[config.mk]
export PLATFORM = sky130hd
export DESIGN_NAME = seplu_ram
export DESIGN_NICKNAME = d
export VERILOG_FILES = /design/src/design/seplu_ram.sv
export SDC_FILE = /design/constraint.sdc
export NUM_CORES = 1
export LEC_CHECK = 0
export ABC_CLOCK_PERIOD_IN_PS = 4800
export BUFFER_PORTS_ARGS = -buffer_cell sky130_fd_sc_hd__buf_2
export CAP_MARGIN = 20
export CORE_MARGIN = 2
export CORE_UTILIZATION = 38
export DETAILED_ROUTE_END_ITERATION = 8
export PLACE_DENSITY = 0.59
export RECOVER_POWER = 100
export SLEW_MARGIN = 10
export SYNTH_ARGS = -nofsm -noshare
export SYNTH_HDL_FRONTEND = slang
export SYNTH_SLANG_ARGS = --single-unit
[constraint.sdc]
create_clock -name clk -period 4.8 [get_ports clk]
set_input_delay 0.48 -clock clk [delete_from_list [all_inputs] [get_ports clk]]
set_output_delay 0.48 -clock clk [all_outputs]
set_load 0.01 [all_outputs]
[src/design/seplu_ram.sv]
// generic single-write single-read ram with registered read data
`default_nettype none

module seplu_ram #(
  parameter int WIDTH = 8,
  parameter int DEPTH = 16,
  localparam int AW = (DEPTH > 1) ? $clog2(DEPTH) : 1
) (
  input  wire logic             clk,
  input  wire logic             we,
  input  wire logic [AW-1:0]    waddr,
  input  wire logic [WIDTH-1:0] wdata,
  input  wire logic [AW-1:0]    raddr,
  output logic      [WIDTH-1:0] rdata
);

  logic [WIDTH-1:0] mem [DEPTH];
  logic [WIDTH-1:0] rdata_r;

  always_ff @(posedge clk) begin
    if (we) begin
      mem[waddr] <= wdata;
    end
    rdata_r <= mem[raddr];
  end

  assign rdata = rdata_r;

endmodule

`default_nettype wire

======== Word-level counts from Yosys, hierarchy flattened ========
Memories as Yosys holds them, arrays and structs flattened. A register that Yosys moved wholly into a read port is not among the register bits.
Index checks and enable logic that the tools add are counted.
cells by class
  add/subtract/negate cells ............... 0
  multipliers ............................. 0
  div/mod/pow operators ................... 0
  magnitude comparators ................... 0
  eq/ne operators ......................... 0
  shift-type cells ........................ 0
  mux-type cells .......................... 2
  bitwise gates (word level) .............. 0
  reduce and logical (&&, ||, !) cells .... 0
operators by type and width
  operator          count
  2-to-1 mux 1 bit  2
storage, ports and cells
  register bits after elaboration ......... 0
  bits in latches ......................... 0
  RAM bits ................................ 128
  memory bits (read-only) ................. 0
  memories kept ........................... 1
memories
  name  depth  bits a word  rd ports  clocked after Yosys merged registers in  write ports  RTL line  source
  mem   16     8            1         1                                        1            17        logic [WIDTH-1:0] mem [DEPTH];

======== Longest topological paths before layout ========
  depth after elaboration ................. 2
  depth in mapped cells ................... 5
  mapped depth without buffers ............ 3

======== Worst setup path before layout ========
No wires, ideal clock.
  kind .................................... input -> register
  start point ............................. input waddr[2]
  end point ............................... memory mem[0][0] (enable)
  data arrival time ....................... 1.590 ns
  required time ........................... 4.417 ns
  setup slack ............................. 2.827 ns
  stages .................................. 2
  path buffers ............................ 0
  path through ............................ or3b_2 nor3_1
RTL lines
  element      RTL line  source
  from (decl)  11        input wire logic [AW-1:0] waddr,
  to (decl)    17
No word-level cell before the write port.

==> flow_metrics.tcl <==
set metrics [dict create \
    powerDensity_mw_per_mm2 462 \
    final.min_clock_period_ps 2770 \
    cts_sinks 136 \
    post_cts_resized 0 \
    overflow 0 \
    critPathCaptureType "flip-flop" \
    start_util_pct 38.9 \
    layout_common_cells "edfxtp_1 (128), clkbuf_1 (24), mux4_2 (18)" \
    synth-compound-area-share_pct 2.33 \
    synth_cells 229 \
    num-nets-final 286 \
    grt_max_degree 33 \
    synth_top_family_by_area "multiplexers" \
    numPortBuffers 25 \
    final_antenna_net_count 0 \
    grt_usage_pct 15.0 \
    grt_pass1_vias 2510 \
    peakVddDrop_mv 0.245 \
    synthAdderAreaFrac_pct 0 \
    fmax_mhz 361 \
    muxShareOfSynthArea_pct 15.0 \
    die_area_mm2 0.0145 \
    status "complete, but fails checks" \
    crit_fanout 21 \
    critPathKind "in2reg" \
    synthXorXnorAreaFrac_pct 0 \
    yosys_warnings 0 \
    syn_area_per_cell_um2 22.5 \
    via_per_inst 5.12 \
    core_region_area_mm2 0.0132 \
    setup_tns_ps 0 \
    wirelength_um 9900 \
    syn_to_final_growth_pct 16.9 \
    setup_viol 0 \
    antenna_cells 0 \
    grt_pass1_wl_um 15000 \
    ys_seq_area_share_pct 77.8 \
    tightest_slew_ps 1680 \
    finalHoldViolCount 0 \
    pin_count 26 \
    yosys.area_share.simple_pct 3.18 \
    clockBufferDepth 2 \
    die_h_um 120 \
    start_kind "input port" \
    slew_headroom_pct -12.3 \
    die_w_um 120 \
    via_count 2342 \
    synth_area_mm2 0.00515 \
    clock_latency_ps 400 \
    drc 0 \
    placed_area_mm2 0.00544 \
    hold_class "in2reg" \
    finalWeightedCongestion 0.717 \
    post_cts.repair.setup_buffers 0 \
    drive_gt1_share_pct 19.6 \
    synth-seq-cells 136 \
    drt-initial-drc-count 162 \
    h-tree-depth 4 \
    post-route-period-util_pct 57.7 \
    numCtsBuffers 17 \
    cts_tree "done" \
    skew_ps 4.35 \
    cts_root_buf "clkbuf_16" \
    fin_ws_ps 2030 \
    dp_slack_ps 2250 \
    final-max-slew-violation-count 22 \
    p_total_mw 2.78 \
    clk_pin_slew_ps 60 \
    mostFrequentLayoutCell "edfxtp_1" \
    wl_per_cell_um 21.7 \
    synth_nets 247 \
    synth.distinct_cells 19 \
    failed_checks "capacitance limit, slew limit" \
    final_util_pct 45.4 \
    place.detailed.hpwl_um 6300 \
    maxCapViolations 1 \
    arrival_ps 3060 \
    rsz0062_at_grt "no" \
    crit_required_ps 5090 \
    final_area_mm2 0.00602 \
    antenna_found_initial 0 \
    leakagePower_nw 1.94 \
    drtPass1Iterations 4 \
    cts_hold_buf 0 \
    num_rows 42 \
]
## worst paths after layout
| kind | startpoint | end | slack (ps) | cells after the start |
|---|---|---|---|---|
| setup / recovery | raddr[0] | rdata[1] | 2030 | 5 |
| hold / removal | waddr[0] | mem[0][6] | 550 | 2 |
| setup reg to reg | mem[10][3] | rdata[3] | 3370 | 3 |
| hold reg to reg | mem[13][6] | rdata[6] | 680 | 3 |
## routing by layer
layer / wire, um / global-route usage, % / up-vias
met5: 0 / 0 / -
met4: 103 / 7.49 / 0
met3: 701 / 3.87 / 7
met2: 4850 / 22.5 / 76
met1: 4240 / 20.3 / 1209
li1: - / - / 1050
## logic make-up after synthesis
kind of cell,count (synthesis)
AOI/OAI and AO/OA,16
and+or+nand+nor,35
DFF,136
muxes,32
buffers and inverters,10
## per-stage QoR
stage               instances  hold WS (ps)
finish                    457           553
global route              457           590
CTS                       457           454
detailed placement        425           671
global placement          424           655
floorplan                 229           579
## critical path: stages
cell and delay [ps]:
clkbuf_1 1190, buf_4 440, mux4_1 580, a22oi_1 250, nand2_1 90
## area by class of cell
cell class              instances  area, um2
clock buffers                  19        433
clock inverters                13        178
fillers                      1142       7230
multi-input cells              83       1060
flip-flops and latches        136       4000
well taps                     176        220
repair buffers                 30        125
## state kept, by name (all words and copies together), names as in the netlist
register	count
mem	128
rdata	8
## cells in the mapped netlist (all sizes together)
cell / instances / share of area, %
a22oi: 16 / 2.3
and2: 1 / 0.12
and2b: 1 / 0.15
buf: 7 / 1.1
clkdlybuf4s25: 3 / 0.58
dfxtp: 8 / 3.1
edfxtp: 128 / 75
mux4: 32 / 15
nand2: 9 / 0.66
nand2b: 2 / 0.24
nand3: 1 / 0.097
nand3b: 2 / 0.29
nor2: 13 / 0.95
nor2b: 1 / 0.12
nor3: 4 / 0.39
or3b: 1 / 0.17
## report_power, final
| part | total (mW) | internal (mW) | switching [mW] |
|---|---|---|---|
| Clock | 1.33 | 0.865 | 0.462 |
| Sequential | 1.34 | 1.33 | 0.00836 |
| Combinational | 0.115 | 0.0447 | 0.0708 |
No activity file was read; power rests on OpenSTA's default activity.
