`src/design/seplu_pkg.sv`:
```
// shared types, constants and helpers for the sparse entry position lookup unit
`default_nettype none

package seplu_pkg;

  localparam int PTR_W     = 15;
  localparam int IDX_W     = 11;
  localparam int POS_W     = 15;
  localparam int SLOT_W    = 14;
  localparam int COORD_W   = 10;
  localparam int DIM_W     = 11;
  localparam int OP_W      = 2;
  localparam int CFG_IDX_W = 3;
  localparam int CFG_DAT_W = 15;

  localparam int DEF_MAX_LINES    = 1024;
  localparam int DEF_MAX_NONZEROS = 16384;

  localparam logic [OP_W-1:0] OP_WR_PTR = 2'd0;
  localparam logic [OP_W-1:0] OP_WR_IDX = 2'd1;
  localparam logic [OP_W-1:0] OP_LOOKUP = 2'd2;

  localparam logic [CFG_IDX_W-1:0] REG_FORMAT = 3'd0;
  localparam logic [CFG_IDX_W-1:0] REG_BASE   = 3'd1;
  localparam logic [CFG_IDX_W-1:0] REG_ROWS   = 3'd2;
  localparam logic [CFG_IDX_W-1:0] REG_COLS   = 3'd3;
  localparam logic [CFG_IDX_W-1:0] REG_NNZ    = 3'd4;

  typedef struct packed {
    logic             storage_format;
    logic             index_base;
    logic [DIM_W-1:0] row_count;
    logic [DIM_W-1:0] col_count;
    logic [POS_W-1:0] nonzero_count;
  } cfg_t;

  typedef struct packed {
    logic [POS_W-1:0] position;
    logic             found;
    logic             out_of_bounds;
  } res_t;

  // stored pointer to zero-based slot, clamped to the index store depth
  function automatic logic [POS_W-1:0] slot_of(input logic [PTR_W-1:0] ptr,
                                               input logic base,
                                               input int unsigned max_nz);
    logic [POS_W-1:0] s;
    s = (ptr >= PTR_W'(base)) ? POS_W'(ptr - PTR_W'(base)) : '0;
    if (32'(s) > max_nz) begin
      s = POS_W'(max_nz);
    end
    return s;
  endfunction

endpackage

`default_nettype wire

```
`src/design/seplu_scan.sv`:
```
// lookup sequencer: pointer fetch and pipelined scan of the index store
`default_nettype none

module seplu_scan #(
  parameter int MAX_LINES    = seplu_pkg::DEF_MAX_LINES,
  parameter int MAX_NONZEROS = seplu_pkg::DEF_MAX_NONZEROS,
  localparam int LP_AW = (MAX_LINES + 1 > 1) ? $clog2(MAX_LINES + 1) : 1,
  localparam int NZ_AW = (MAX_NONZEROS > 1) ? $clog2(MAX_NONZEROS) : 1
) (
  input  wire logic                             clk,
  input  wire logic                             rst_n,
  input  wire seplu_pkg::cfg_t                  cfg,
  input  wire logic                             start,
  input  wire logic [seplu_pkg::COORD_W-1:0]    row_index,
  input  wire logic [seplu_pkg::COORD_W-1:0]    col_index,
  output logic      [LP_AW-1:0]                 lp_raddr,
  input  wire logic [seplu_pkg::PTR_W-1:0]      lp_rdata,
  output logic      [NZ_AW-1:0]                 nz_raddr,
  input  wire logic [seplu_pkg::IDX_W-1:0]      nz_rdata,
  output logic                                  idle,
  output logic                                  res_valid,
  output seplu_pkg::res_t                       res,
  input  wire logic                             res_take
);

  typedef enum logic [5:0] {
    S_IDLE = 6'b000001,
    S_P0   = 6'b000010,
    S_P1   = 6'b000100,
    S_P2   = 6'b001000,
    S_SCAN = 6'b010000,
    S_DONE = 6'b100000
  } state_t;

  state_t                          state_r, state_nxt;
  logic [seplu_pkg::COORD_W-1:0]   line_r, line_nxt;
  logic [seplu_pkg::IDX_W-1:0]     target_r, target_nxt;
  logic [seplu_pkg::POS_W-1:0]     start_r, start_nxt;
  logic [seplu_pkg::POS_W-1:0]     end_r, end_nxt;
  logic [seplu_pkg::POS_W-1:0]     k_r, k_nxt;
  logic [seplu_pkg::POS_W-1:0]     pk_r, pk_nxt;
  logic                            pend_r, pend_nxt;
  seplu_pkg::res_t                 res_r, res_nxt;

  logic                            oob;
  logic [seplu_pkg::COORD_W-1:0]   line_sel;
  logic [seplu_pkg::COORD_W-1:0]   minor_sel;
  logic [31:0]                     lp_addr_ext;
  logic [31:0]                     nz_addr_ext;
  logic                            hit;
  logic [seplu_pkg::POS_W-1:0]     slot_now;

  assign oob = ({1'b0, row_index} >= cfg.row_count) || ({1'b0, col_index} >= cfg.col_count);
  assign line_sel  = cfg.storage_format ? col_index : row_index;
  assign minor_sel = cfg.storage_format ? row_index : col_index;

  assign lp_addr_ext = (state_r == S_P1) ? (32'(line_r) + 32'd1) : 32'(line_r);
  assign lp_raddr    = lp_addr_ext[LP_AW-1:0];
  assign nz_addr_ext = 32'(k_r);
  assign nz_raddr    = nz_addr_ext[NZ_AW-1:0];

  assign slot_now = seplu_pkg::slot_of(lp_rdata, cfg.index_base, MAX_NONZEROS);
  assign hit      = pend_r && (nz_rdata == target_r);

  always_comb begin
    state_nxt  = state_r;
    line_nxt   = line_r;
    target_nxt = target_r;
    start_nxt  = start_r;
    end_nxt    = end_r;
    k_nxt      = k_r;
    pk_nxt     = pk_r;
    pend_nxt   = pend_r;
    res_nxt    = res_r;
    unique case (state_r)
      S_IDLE: begin
        if (start) begin
          res_nxt.position      = cfg.nonzero_count;
          res_nxt.found         = 1'b0;
          res_nxt.out_of_bounds = oob;
          line_nxt   = line_sel;
          target_nxt = seplu_pkg::IDX_W'(minor_sel) + seplu_pkg::IDX_W'(cfg.index_base);
          if (oob || (32'(line_sel) + 32'd1 > 32'(MAX_LINES))) begin
            state_nxt = S_DONE;
          end else begin
            state_nxt = S_P0;
          end
        end
      end
      S_P0: begin
        state_nxt = S_P1;
      end
      S_P1: begin
        start_nxt = slot_now;
        state_nxt = S_P2;
      end
      S_P2: begin
        end_nxt  = slot_now;
        k_nxt    = start_r;
        pend_nxt = 1'b0;
        if (start_r < slot_now) begin
          state_nxt = S_SCAN;
        end else begin
          state_nxt = S_DONE;
        end
      end
      S_SCAN: begin
        if (hit) begin
          res_nxt.position = pk_r;
          res_nxt.found    = 1'b1;
          state_nxt        = S_DONE;
        end else if (k_r >= end_r) begin
          state_nxt = S_DONE;
        end else begin
          pk_nxt   = k_r;
          pend_nxt = 1'b1;
          k_nxt    = k_r + 1'b1;
        end
      end
      S_DONE: begin
        if (res_take) begin
          state_nxt = S_IDLE;
        end
      end
      default: begin
        state_nxt = S_IDLE;
      end
    endcase
  end

  always_ff @(posedge clk) begin
    if (!rst_n) begin
      state_r <= S_IDLE;
      pend_r  <= 1'b0;
    end else begin
      state_r <= state_nxt;
      pend_r  <= pend_nxt;
    end
  end

  always_ff @(posedge clk) begin
    line_r   <= line_nxt;
    target_r <= target_nxt;
    start_r  <= start_nxt;
    end_r    <= end_nxt;
    k_r      <= k_nxt;
    pk_r     <= pk_nxt;
    res_r    <= res_nxt;
  end

  assign idle      = (state_r == S_IDLE);
  assign res_valid = (state_r == S_DONE);
  assign res       = res_r;

endmodule

`default_nettype wire
```
`config.mk`:
```
export PLATFORM = sky130hd
export DESIGN_NAME = seplu_scan
export DESIGN_NICKNAME = d
export VERILOG_FILES = /design/src/design/seplu_pkg.sv /design/src/design/seplu_scan.sv
export SDC_FILE = /design/constraint.sdc
export NUM_CORES = 1
export LEC_CHECK = 0
export BUFFER_PORTS_ARGS = -buffer_cell sky130_fd_sc_hd__buf_2
export CORE_ASPECT_RATIO = 1.75
export CORE_MARGIN = 2
export CORE_UTILIZATION = 50
export DETAILED_ROUTE_END_ITERATION = 8
export GPL_TIMING_DRIVEN = 0
export HOLD_SLACK_MARGIN = 0.03
export PLACE_DENSITY = 0.7
export SETUP_SLACK_MARGIN = 0.1
export SLEW_MARGIN = 30
export SYNTH_ARGS = -nofsm -noshare
export SYNTH_HDL_FRONTEND = slang
export SYNTH_SLANG_ARGS = --single-unit
```
`constraint.sdc`:
```
create_clock -name clk -period 6 [get_ports clk]
set_input_delay 0.3 -clock clk [delete_from_list [all_inputs] [get_ports clk]]
set_output_delay 0.3 -clock clk [all_outputs]
set_load 0.005 [all_outputs]
```
Word-level counts from Yosys, hierarchy flattened:

Cells that the tools add are included.

* add/subtract/negate cells: 5
* order comparisons: 7
* eq/ne operators: 13
* mux-type cells: 21
* bitwise operators: 2
* reduce and logical (&&, ||, !) cells: 10

Operators with widths (number)
* $mux 15: 4
* $mux 6: 6
* $pmux 6 s6: 1
* $pmux 16 s2: 1
* $pmux 15 s2: 1
* $add 10x1->11 const B: 2
* $ge 10x11->1: 2
* $mux 10: 2
* $mux 17: 1
* $mux 16: 1
* $add 15x1->15 const B: 1
* $ge 15x1->1: 1
* $ge 15x15->1: 1
* $gt 15x15->1 const B: 1
* $lt 15x15->1: 1
* $sub 15x1->15: 1
* $reduce_and 3->1: 4
* $add 10x1->11: 1
* $eq 11x11->1: 1
* $gt 11x11->1 const B: 1
* $mux 11: 1
* $ne 2x2->1 const B: 4
* $eq 6x1->1 const B: 1
* $eq 6x2->1 const B: 1
* 13 further kinds: 17

* bits in registers: 105
* input port bits: 89
* output and inout port bits: 44
* word-level logic and storage cells: 69

Logic depth before layout (Yosys ltp):

* depth in word-level cells: 7
* depth in mapped cells: 18

Worst setup path before layout:

No wires, ideal clock.

* path kind: input -> register
* start point: input lp_rdata[0] (netlist name)
* end point: register state_r[5]
* setup time: 0.119 ns
* data arrival time: 3.627 ns
* required time: 5.881 ns
* path slack: 2.255 ns
* cell stages on the path: 18
* buffers on the path: 1
* path through: inv_1 > ha_1 > ha_1 > or4b_1 > buf_6 > nor4_4 > xor2_1 > o21ai_2 > nand2_2 > or2_2 > ha_1 > a2111o_1 > a31oi_1 > o21ai_0 > o211ai_1 > a21oi_1 > a211o_1 > o221a_1

* word-level cells in the longest chain between the ends: 7
* elaborated cells on any way between the ends: 8

RTL lines
* from (decl): line seplu_scan.sv:17 `input wire logic [seplu_pkg::PTR_W-1:0] lp_rdata,`
* $sub 15x1->15 or $ge 15x1->1 (tied branches): line seplu_pkg.sv:48 `s = (ptr >= PTR_W'(base)) ? POS_W'(ptr - PTR_W'(base)) : '0;`
* $mux 15 *: line seplu_pkg.sv:48
* $gt 15x15->1: line seplu_pkg.sv:49 `if (32'(s) > max_nz) begin`
* $mux 15 *: line seplu_pkg.sv:49
* $lt 15x15->1 *: line seplu_scan.sv:101 `if (start_r < slot_now) begin`
* $mux 6 *: line seplu_scan.sv:101
* $pmux 6 s6 *: line seplu_scan.sv:75 `unique case (state_r)`
* to (signal assigned): line seplu_scan.sv:136 `state_r <= state_nxt;`
* to (decl): line seplu_scan.sv:35 `state_t state_r, state_nxt;`

Every way passes the cells marked *; elsewhere a longest branch is shown, timed or not.
A chain may end at the register's enable or synchronous reset.

Worst setup path in the final report:

Ends and elaborated chain as after synthesis.

==> out/qor.csv <==
stage;metric;value;unit
run_status;outcome;completed;
yosys;synthesis.yosys.warnings;0;
worst_setup_path;timing.reg2reg.setup_slack;2.72;ns
yosys;synth_area;6580;um2
floorplanning;core.rowCount;55;
pwr;pwr_density_cell;215;nW/um2
worst_setup_path;timing.critical_path.to;state_r[5]$_SDFFE_PN0P_;
global_route;first_pass_grt_wire_length;25.5;mm
clock_network;clkLatencyLatePin;0.35;ns
sta;rsz0062_at_grt;no;
global_route;first_global_vias;5374;
clock_network;cts.htree.levels;3;
global_route;grt_antenna_before_repair;0;
worst_setup_path;cp-end-kind;flip-flop;
final_layout;layout.nets;920;
place;finalWeightedCongestion;0.894;
yosys;netlist_instances;637;
pwr;ir_drop;0.133;mV
worst_setup_path;r2r_end;k_r[5]$_DFFE_PP_;
sta;setup_violations;0;
sta;min_period;4.02;ns
clock_network;numClockSinks;105;
run;cap_violations;0;
final_layout;fraction_of_layout_instances_using_a_drive_strength_above_1;24.2;%
floorplanning;area_of_the_die;14100;um2
yosys;synth_enable_flop_cells;98;
detailed_routing;detailed_route_iter0_violations;179;
detailed_routing;final_antenna_net_count;0;
floorplanning;initial_utilization;51.1;%
clock_network;numCtsBuffers;9;
yosys;syn-mean-instance-area;10.3;um2
min_path;timing.hold.worst.class;in2reg;
detailed_routing;drcViolationCount;0;
clock_network;cts_buffer_depth;2;
yosys;yosys.cell_types.count;57;
clock_network;postCtsResizedCells;0;
place;port_buffers;128;
worst_setup_path;worst_r2r_path_depth;7;
worst_setup_path;setup.worst_path.class;in2reg;
clock_network;cts_hold_repair.buffers;0;
worst_setup_path;critical_path_launch_point_type;primary input;
clock_network;clock_tree.root_cell;sky130_fd_sc_hd__clkbuf_16;
sta;worst_slew_margin;47.9;%
place;detailedPlacementHpwl;13.0;mm
sta;slew_violations;0;
worst_setup_path;cp-startpoint;lp_rdata[0];
sta;hold_viol_final;0;
floorplanning;dieWidth;90.7;um
worst_setup_path;cp_data_arrival_time;4.27;ns
detailed_routing;wirelength;15.9;mm
sta;fin_setup_tns;0;ns
global_route;overflow;0;
clock_network;cts.repair_timing.setup_buffer_count;0;
detailed_routing;route.vias.total;5234;
yosys;postSynthNetCount;781;
floorplanning;floorplan.core_area;12900;um2
detailed_routing;drt-wirelength-per-cell;16.7;um
sta;clock_skew;0.0132;ns
global_route;grt_start_max_net_pins;25;
yosys;synth-seq-cells;105;
yosys;synth_ff_type;sky130_fd_sc_hd__edfxtp_1;
yosys;synth-seq-area-share;46.9;%
clock_network;clkSlewWorstSetupHoldPaths;0.08;ns
global_route;overall_track_demand_over_capacity_in_global_routing;23.1;%
worst_setup_path;worstPathMaxFanout;7;
sta;worst_pin_slew;0.781;ns
final_layout;num_antenna_cells;0;
pwr;p_leak;3.27;nW
sta;achievable_frequency;249;MHz
clock_network;cts_tree;yes;
final_layout;layout.core_utilization;60.2;%
detailed_routing;via_per_inst;5.50;
floorplanning;die_y;156;um
worst_setup_path;critical_path.reg2reg.startpoint;k_r[1]$_DFFE_PP_;
final_layout;area_added_between_synthesis_and_finish;17.7;%
detailed_routing;drt_pre_antenna_iters;5;
yosys;ys_async_sr_fraction;0;%
floorplanning;top_level_ports;133;
worst_setup_path;required;6.25;ns
sta;final_min_period_over_clock_period;67.1;%
[worst min path at each step]
stage | cells past startpoint | from | slack (ns) | end
after floorplan | 1 | rst_n | 0.38 | state_r[0]$_SDFFE_PN1P_
after global placement | 2 | pk_r[3]$_DFFE_PP_ | 0.49 | res[5]$_DFFE_PP_
after global routing | 2 | rst_n | 0.18 | state_r[0]$_SDFFE_PN1P_
after detailed placement | 2 | pk_r[11]$_DFFE_PP_ | 0.49 | res[13]$_DFFE_PP_
final | 2 | rst_n | 0.19 | state_r[0]$_SDFFE_PN1P_
after CTS | 2 | rst_n | 0.18 | state_r[0]$_SDFFE_PN1P_
[critical path, cell delays in order]
cell and delay [ns]:
sky130_fd_sc_hd__buf_2 0.09, sky130_fd_sc_hd__inv_1 0.05, sky130_fd_sc_hd__ha_1 0.20, sky130_fd_sc_hd__ha_1 0.32, sky130_fd_sc_hd__or4b_1 0.48, sky130_fd_sc_hd__buf_6 0.16
sky130_fd_sc_hd__nor4_4 0.29, sky130_fd_sc_hd__xor2_1 0.16, sky130_fd_sc_hd__o21ai_2 0.11, sky130_fd_sc_hd__nand2_2 0.11, sky130_fd_sc_hd__or2_2 0.30, sky130_fd_sc_hd__ha_1 0.21
sky130_fd_sc_hd__a2111o_1 0.38, sky130_fd_sc_hd__a31oi_1 0.14, sky130_fd_sc_hd__o21ai_0 0.12, sky130_fd_sc_hd__o211ai_1 0.23, sky130_fd_sc_hd__a21oi_1 0.14, sky130_fd_sc_hd__a211o_1 0.24
sky130_fd_sc_hd__o221a_1 0.23
[report_power, final]
| part | switching, mW | leakage [nW] | internal [mW] | total (mW) |
|---|---|---|---|---|
| clock | 0.266 | 0.153 | 0.324 | 0.590 |
| sequential | 0.0156 | 0.968 | 0.835 | 0.850 |
| combinational | 0.124 | 2.15 | 0.102 | 0.226 |
| total | 0.406 | 3.27 | 1.26 | 1.67 |
[metrics by stage]
| stage | area, um2 | cells | worst slack (ns) | total power, mW | hold slack [ns] |
|---|---|---|---|---|---|
| 2_1_floorplan | 6580 | 637 | 2.25 | 0.994 | 0.376 |
| 3_3_place_gp | 7430 | 936 | 1.71 | 1.08 | 0.488 |
| 3_5_place_dp | 7440 | 936 | 1.63 | 1.09 | 0.494 |
| 4_1_cts | 7740 | 952 | 2.00 | 1.67 | 0.177 |
| 5_1_grt | 7740 | 952 | 1.74 | 1.74 | 0.175 |
| 6_report | 7740 | 952 | 1.98 | 1.67 | 0.186 |
[cell usage in the layout, fill, tap and decap left out, types with 3 or more instances in the layout]
master and instances:
sky130_fd_sc_hd__nand2_1 76, sky130_fd_sc_hd__dfxtp_1 7, sky130_fd_sc_hd__inv_6 3, sky130_fd_sc_hd__o21ai_0 27, sky130_fd_sc_hd__a32oi_1 4, sky130_fd_sc_hd__nor2_1 34, sky130_fd_sc_hd__and3_1 5, sky130_fd_sc_hd__clkbuf_16 10
sky130_fd_sc_hd__buf_2 128, sky130_fd_sc_hd__inv_1 46, sky130_fd_sc_hd__or2_2 7, sky130_fd_sc_hd__a31oi_1 4, sky130_fd_sc_hd__nand4_1 18, sky130_fd_sc_hd__nand2b_1 7, sky130_fd_sc_hd__ha_1 55, sky130_fd_sc_hd__a211oi_1 3
sky130_fd_sc_hd__a21oi_1 23, sky130_fd_sc_hd__o211ai_1 6, sky130_fd_sc_hd__o211a_1 3, sky130_fd_sc_hd__or3_1 3, sky130_fd_sc_hd__xnor2_1 32, sky130_fd_sc_hd__nor3_1 13, sky130_fd_sc_hd__a21o_1 3, sky130_fd_sc_hd__mux2_2 12
sky130_fd_sc_hd__buf_6 3, sky130_fd_sc_hd__edfxtp_1 98, sky130_fd_sc_hd__or2_1 7, sky130_fd_sc_hd__a32o_1 4, sky130_fd_sc_hd__clkbuf_1 12, sky130_fd_sc_hd__nand3_1 32, sky130_fd_sc_hd__buf_4 15, sky130_fd_sc_hd__nor2b_1 16
sky130_fd_sc_hd__xor2_1 22, sky130_fd_sc_hd__o21a_1 3, sky130_fd_sc_hd__nor4_1 5
[per-layer routing]
metal	routed length, um	share of wire, %	track usage, %	vias to the layer above
met5	0	0	0	-
met4	636	4.0	13.3	0
met3	673	4.2	4.20	34
met2	9390	59	47.4	170
met1	5190	33	20.1	2467
li1	-	-	-	2563
[state kept, by name, indices dropped and copies added, names as in the netlist]
register / count
start_r: 15
state_r: 6
target_r: 11
res: 17
pk_r: 15
pend_r: 1
k_r: 15
line_r: 10
end_r: 15
[synthesized netlist by cell type, types with 12 or more instances]
| master | n | share of area, % |
|---|---|---|
| sky130_fd_sc_hd__inv_1 | 46 | 2.6 |
| sky130_fd_sc_hd__o21ai_0 | 27 | 2.1 |
| sky130_fd_sc_hd__a21oi_1 | 23 | 1.7 |
| sky130_fd_sc_hd__edfxtp_1 | 98 | 45 |
| sky130_fd_sc_hd__ha_1 | 55 | 10 |
| sky130_fd_sc_hd__nand4_1 | 18 | 1.7 |
| sky130_fd_sc_hd__buf_4 | 15 | 1.7 |
| sky130_fd_sc_hd__nor2_1 | 34 | 1.9 |
| sky130_fd_sc_hd__xor2_1 | 22 | 2.9 |
| sky130_fd_sc_hd__nor3_1 | 13 | 0.99 |
| sky130_fd_sc_hd__xnor2_1 | 32 | 4.3 |
| sky130_fd_sc_hd__nand3_1 | 32 | 2.4 |
| sky130_fd_sc_hd__clkbuf_1 | 13 | 0.74 |
| sky130_fd_sc_hd__nand2_1 | 76 | 4.3 |
| sky130_fd_sc_hd__nor2b_1 | 16 | 1.5 |
| sky130_fd_sc_hd__mux2_2 | 12 | 2.1 |
[logic make-up (layout without fill, tap and decap cells)]
family                   count (synthesis)  after routing  share of synthesized area [%]
adder cells (fa/ha/maj)                 55             55                           10.5
multiplexers                            13             13                           2.21
XOR/XNOR                                54             54                           7.19
AND/OR/NAND/NOR                        238            238                           18.2
AO/OA/AOI/OAI                           94             94                           9.40
flip-flops                             105            105                           46.9
buffers and inverters                   78            222                           5.65
[final cells by class]
cell class	count	area (um2)
buffer	31	196
clock buffer	11	264
clock inverter	5	41.3
fill	1082	5130
inverter	47	176
multi-input combinational	454	3130
sequential	105	3080
tap	171	214
timing repair buffer	128	641
Note: power is estimated with default switching activity, not from simulation.
